### src/sv/csrmv_pkg.sv
package csrmv_pkg;

  // Field widths
  localparam int unsigned ColW     = 10;
  localparam int unsigned ValW     = 32;
  localparam int unsigned RowW     = 16;
  localparam int unsigned SumW     = 64;
  localparam int unsigned NumRowsW = 17;

  // Saturation limits of the Q32.32 accumulator
  localparam logic signed [SumW-1:0] SumMax = {1'b0, {(SumW-1){1'b1}}};
  localparam logic signed [SumW-1:0] SumMin = {1'b1, {(SumW-1){1'b0}}};

  // Item kinds carried by the mode field
  typedef enum logic [1:0] {
    MODE_LOAD  = 2'd0,
    MODE_NZ    = 2'd1,
    MODE_EMPTY = 2'd2
  } mode_e;

  typedef struct packed {
    logic [1:0]             mode;
    logic [ColW-1:0]        column;
    logic signed [ValW-1:0] value;
    logic                   end_of_row;
  } in_item_t;

  typedef struct packed {
    logic [RowW-1:0]        row_index;
    logic signed [SumW-1:0] row_sum;
    logic                   final_row;
  } out_item_t;

  // Operands handed from the memory read stage to the multiply-accumulate unit
  typedef struct packed {
    logic                   valid;
    logic                   empty_row;
    logic                   end_of_row;
    logic signed [ValW-1:0] value;
    logic signed [ValW-1:0] x;
  } mac_req_t;

  // Signed add that clamps at the 64-bit limits
  function automatic logic signed [SumW-1:0] sat_add(input logic signed [SumW-1:0] a,
                                                     input logic signed [SumW-1:0] b);
    logic signed [SumW-1:0] s;
    s = a + b;
    if ((a[SumW-1] == b[SumW-1]) && (s[SumW-1] != a[SumW-1])) begin
      return a[SumW-1] ? SumMin : SumMax;
    end
    return s;
  endfunction

endpackage

### src/sv/csrmv_mac.sv
module csrmv_mac #(
  parameter int unsigned MAX_ROWS = 65536
) (
  input  logic                                clk_i,
  input  logic                                rst_ni,
  input  csrmv_pkg::mac_req_t                 req_i,
  output logic                                req_ready_o,
  input  logic [csrmv_pkg::NumRowsW-1:0]      num_rows_i,
  output logic                                out_valid_o,
  input  logic                                out_ready_i,
  output csrmv_pkg::out_item_t                out_data_o
);
  import csrmv_pkg::*;

  localparam int unsigned CntW = $clog2(MAX_ROWS);
  localparam int unsigned CmpW = (CntW > NumRowsW) ? CntW : NumRowsW;

  // Multiply stage
  logic                   s2_v_q, s2_v_d;
  logic                   s2_empty_q, s2_eor_q;
  logic signed [SumW-1:0] s2_prod_q;
  logic                   s2_emits, s2_take, s2_free, s2_load;

  // Accumulate stage and output register
  logic signed [SumW-1:0] acc_q, acc_d;
  logic [CntW-1:0]        cnt_q, cnt_d;
  logic                   out_v_q, out_v_d;
  out_item_t              out_q, out_d;
  logic                   out_free;

  logic signed [ValW-1:0] op_a, op_b;
  logic signed [SumW-1:0] prod_c, sum_c;
  logic [CmpW-1:0]        cnt_w, last_w;
  logic                   fin, wrap;

  assign out_free    = !out_v_q || out_ready_i;
  assign s2_emits    = s2_empty_q || s2_eor_q;
  assign s2_take     = s2_v_q && (!s2_emits || out_free);
  assign s2_free     = !s2_v_q || s2_take;
  assign s2_load     = req_i.valid && s2_free;
  assign req_ready_o = s2_free;

  // Form the exact Q32.32 product
  assign op_a   = req_i.value;
  assign op_b   = req_i.x;
  assign prod_c = op_a * op_b;

  assign s2_v_d = s2_load ? 1'b1 : (s2_take ? 1'b0 : s2_v_q);

  always_ff @(posedge clk_i) begin
    if (s2_load) begin
      s2_empty_q <= req_i.empty_row;
      s2_eor_q   <= req_i.end_of_row;
      s2_prod_q  <= prod_c;
    end
  end

  // Row bookkeeping
  assign sum_c  = sat_add(acc_q, s2_prod_q);
  assign cnt_w  = CmpW'(cnt_q);
  assign last_w = CmpW'(NumRowsW'(num_rows_i - NumRowsW'(1)));
  assign fin    = (cnt_w == last_w);
  assign wrap   = fin || (cnt_q == CntW'(MAX_ROWS - 1));

  always_comb begin
    acc_d   = acc_q;
    cnt_d   = cnt_q;
    out_d   = out_q;
    out_v_d = out_v_q && !out_ready_i;
    if (s2_take) begin
      if (s2_emits) begin
        acc_d           = '0;
        out_v_d         = 1'b1;
        out_d.row_index = cnt_w[RowW-1:0];
        out_d.row_sum   = s2_empty_q ? '0 : sum_c;
        out_d.final_row = fin;
        cnt_d           = wrap ? '0 : cnt_q + CntW'(1);
      end else begin
        acc_d = sum_c;
      end
    end
  end

  always_ff @(posedge clk_i or negedge rst_ni) begin
    if (!rst_ni) begin
      s2_v_q  <= 1'b0;
      out_v_q <= 1'b0;
      acc_q   <= '0;
      cnt_q   <= '0;
    end else begin
      s2_v_q  <= s2_v_d;
      out_v_q <= out_v_d;
      acc_q   <= acc_d;
      cnt_q   <= cnt_d;
    end
  end

  // Hold the result beat until taken
  always_ff @(posedge clk_i) begin
    out_q <= out_d;
  end

  assign out_valid_o = out_v_q;
  assign out_data_o  = out_q;

`ifndef SYNTHESIS
  a_cnt_hold: assert property (@(posedge clk_i) disable iff (!rst_ni)
    out_valid_o && !out_ready_i |=> $stable(cnt_q))
    else $error("row counter moved while a result beat was stalled");

  a_acc_clear: assert property (@(posedge clk_i) disable iff (!rst_ni)
    s2_take && s2_emits |=> acc_q == '0)
    else $error("accumulator not cleared after a row was emitted");

  a_prod_hold: assert property (@(posedge clk_i) disable iff (!rst_ni)
    s2_v_q && !s2_take |=> s2_v_q && $stable(s2_prod_q))
    else $error("stalled product was lost or overwritten");
`endif

endmodule
### config.mk
export PLATFORM = sky130hd
export DESIGN_NAME = csrmv_mac
export DESIGN_NICKNAME = d
export VERILOG_FILES = /design/src/sv/csrmv_pkg.sv /design/src/sv/csrmv_mac.sv
export SDC_FILE = /design/constraint.sdc
export NUM_CORES = 2
export LEC_CHECK = 0
export BUFFER_PORTS_ARGS = -buffer_cell sky130_fd_sc_hd__buf_2
export CAP_MARGIN = 10
export CELL_PAD_IN_SITES_DETAIL_PLACEMENT = 1
export CELL_PAD_IN_SITES_GLOBAL_PLACEMENT = 2
export CORE_MARGIN = 5
export CORE_UTILIZATION = 46
export DETAILED_ROUTE_END_ITERATION = 16
export PLACE_DENSITY = 0.95
export SLEW_MARGIN = 10
export SYNTH_ARGS = -nofsm -noshare
export SYNTH_HDL_FRONTEND = slang
export SYNTH_SLANG_ARGS = --single-unit
### constraint.sdc
create_clock -name clk_i -period 14.6 [get_ports clk_i]
set_input_delay 3.65 -clock clk_i [delete_from_list [all_inputs] [get_ports clk_i]]
set_output_delay 3.65 -clock clk_i [all_outputs]
set_load 0.02 [all_outputs]
==> qor.yml <==
status:
  status: "finished, final reports clean"
clock_network:
  cts_tree: "done"
  clkTransAtPathRegs_ns: 0.07
  clock_latency_ns: 0.54
  cts_setup_buffers: 0
  cts_root_buffer: "clkbuf_16"
  ctsHoldBuffers: 0
  clock-sinks: 229
  cts_buffer_depth: 3
  htreeDepth: 1
  cts_resized: 0
  numCtsBuffers: 24
sta:
  worst_pin_slew_ns: 1.13
  period_share_pct: 80.4
  clock_skew_ns: 0.0247
  fin_crit_ns: 11.74
  setup_violations: 0
  max_freq_mhz: 85.2
  setup_slack_ns: 2.86
  slew_headroom_pct: 24.4
  grt_setup_unrepaired: "false"
  hold_viol_final: 0
  slew_viol_final: 0
  setup-tns-final_ns: 0
placement:
  port_buffers: 169
  dp_hpwl_um: 117000
  dp_cells: 6387
  place_ws_ns: 2.30
  gp_congestion: 0.883
route:
  drcViolationCount: 0
  ant_nets: 0
  dr.pass1.iters: 5
  wire_per_inst_um: 22.5
  dr.first_iter.drc_count: 2205
  wirelength_um: 145000
  detail_route.vias_per_cell: 5.49
  via_count: 35400
die:
  core_sq_um: 105000
  io_pins: 170
  die_w_um: 335
  start_util_pct: 46.2
  die_area_sq_um: 112000
  num_rows: 119
  floorplan.die.height_um: 335
global_routing:
  grt_overflow: 0
  antenna_found_initial: 12
  grt_pass1_wl_um: 231000
  grtUsageTotal_pct: 26.1
  first_global_vias: 40800
  grt_max_degree: 75
logic_synthesis:
  yosysMostFrequentCell: "fa_1"
  synth_nets: 6488
  postSynthAreaPerCell_sq_um: 9.56
  synth_flop_cell: "edfxtp_1"
  synth_top_area_share_pct: 44.8
  synth.distinct_cells: 66
  synthTopCellsByArea: "fa_1 (45%), edfxtp_1 (9.1%), inv_1 (7.8%)"
  ys_seq_area_share_pct: 13.3
  async_flop_share_pct: 35.8
  synth_edf_count: 147
  synthCells: 5068
  synth_common_cells: "fa_1 (1,084), inv_1 (1,011), nand2_1 (605)"
  synth_seq_cells: 229
  yosys.area.top_type: "fa_1"
  yosys_warnings: 0
  netlist_area_sq_um: 48500
layout:
  nFillCells: 11900
  final_cells: 6439
  areaGrowthSynthToFinish_pct: 5.56
  layout-drive-gt1-share_pct: 5.10
  final_nets: 6442
worst_setup_path:
  required_ns: 14.88
  critPathArrivalTime_ns: 12.02
  cp-start-kind: "input pin"
  critical_path_class: "input pin to register"
  endpoint_kind: "register"
  cp_max_fo: 32
worst_hold_path:
  hold_path.class: "register to register"
run:
  cap_violations: 0
## worst max-delay path, stage by stage
cell and delay (ns):
buf_2 0.54, nand2_1 0.27, inv_1 0.15, fa_1 0.44, fa_1 0.54, inv_1 0.14, fa_1 0.59, inv_1 0.08
fa_1 0.87, inv_1 0.36, fa_1 0.59, inv_1 0.07, fa_1 0.55, fa_1 0.43, fa_1 0.47, ha_1 0.41
a21oi_1 0.20, o21ai_0 0.18, a221o_1 0.33, a21oi_1 0.18, o21ai_0 0.11, a31oi_1 0.37, o21ai_0 0.16, a21oi_1 0.19
xnor2_1 0.09
## path summary, 6_finish.rpt
kind | start | to | slack (ns) | cells past startpoint
min | acc_q[0] | acc_q[0] | 0.50 | 2
max in group asynchronous | rst_ni | acc_q[53] | 10.38 | 2
min in group asynchronous | rst_ni | acc_q[13] | 2.92 | 1
min reg2reg | acc_q[0] | acc_q[0] | 0.50 | 2
max reg2reg | s2_prod_q[1] | acc_q[51] | 8.47 | 18
max | req_i[63] | s2_prod_q[61] | 2.86 | 25
## stage by stage
stage | utilization [%] | hold slack (ns) | cell area, sq um
floorplan | - | 0.423 | 48500
global placement | 47.9 | 0.460 | 50200
detailed placement | 47.9 | 0.477 | 50200
CTS | 48.7 | 0.498 | 51100
global route | 48.7 | 0.525 | 51100
finish | 48.7 | 0.498 | 51200
## layer usage
metal / track usage [%] / wire length [um] / up-vias
met5: 0 / 11 / -
met4: 5.06 / 2820 / 2
met1: 34.6 / 60100 / 18700
li1: - / - / 15300
met3: 6.18 / 11700 / 205
met2: 44.5 / 69900 / 1145
## cells in the final DEF (no fill, tap or decap), types with 70 or more instances in the layout
master       n
buf_2      168
xnor2_1    103
dfrtp_1     82
fa_1      1084
nor2_1     144
and2_1     513
a21o_1      70
nand2_1    605
o21ai_0    165
edfxtp_1   147
inv_1     1010
ha_1       249
a21oi_1    208
## kinds of logic after synthesis
logic type / after synthesis / share of synthesized area [%]
XOR/XNOR: 158 / 2.86
AO/OA/AOI/OAI: 598 / 7.47
multiplexers: 5 / 0.106
AND/OR/NAND/NOR: 1473 / 15.2
adder cells (fa/ha/maj): 1333 / 51.2
flip-flops: 229 / 13.3
buffers and inverters: 1272 / 9.85
## area by class of cell
| type | instances | area [sq um] | area share, % |
|---|---|---|---|
| multi-input cells | 3567 | 37200 | 72.8 |
| flip-flops and latches | 229 | 6470 | 12.6 |
| inverters | 1011 | 3800 | 7.42 |
| repair buffers | 189 | 998 | 1.95 |
| clock buffers | 25 | 626 | 1.22 |
| well taps | 1391 | 1740 | 3.40 |
| diodes | 8 | 20.0 | 0.0391 |
| clock inverters | 19 | 265 | 0.519 |
## sequential cells by signal, summed over array words and instances (netlist names)
name / cells
s2_v_q: 1
cnt_q: 16
acc_q: 64
s2_prod_q: 64
s2_empty_q: 1
s2_eor_q: 1
out_data_o: 81
out_valid_o: 1
Power is left out: the tool's default activity adds up to more than one toggle a clock period on the data nets, which glitch-free logic cannot reach.
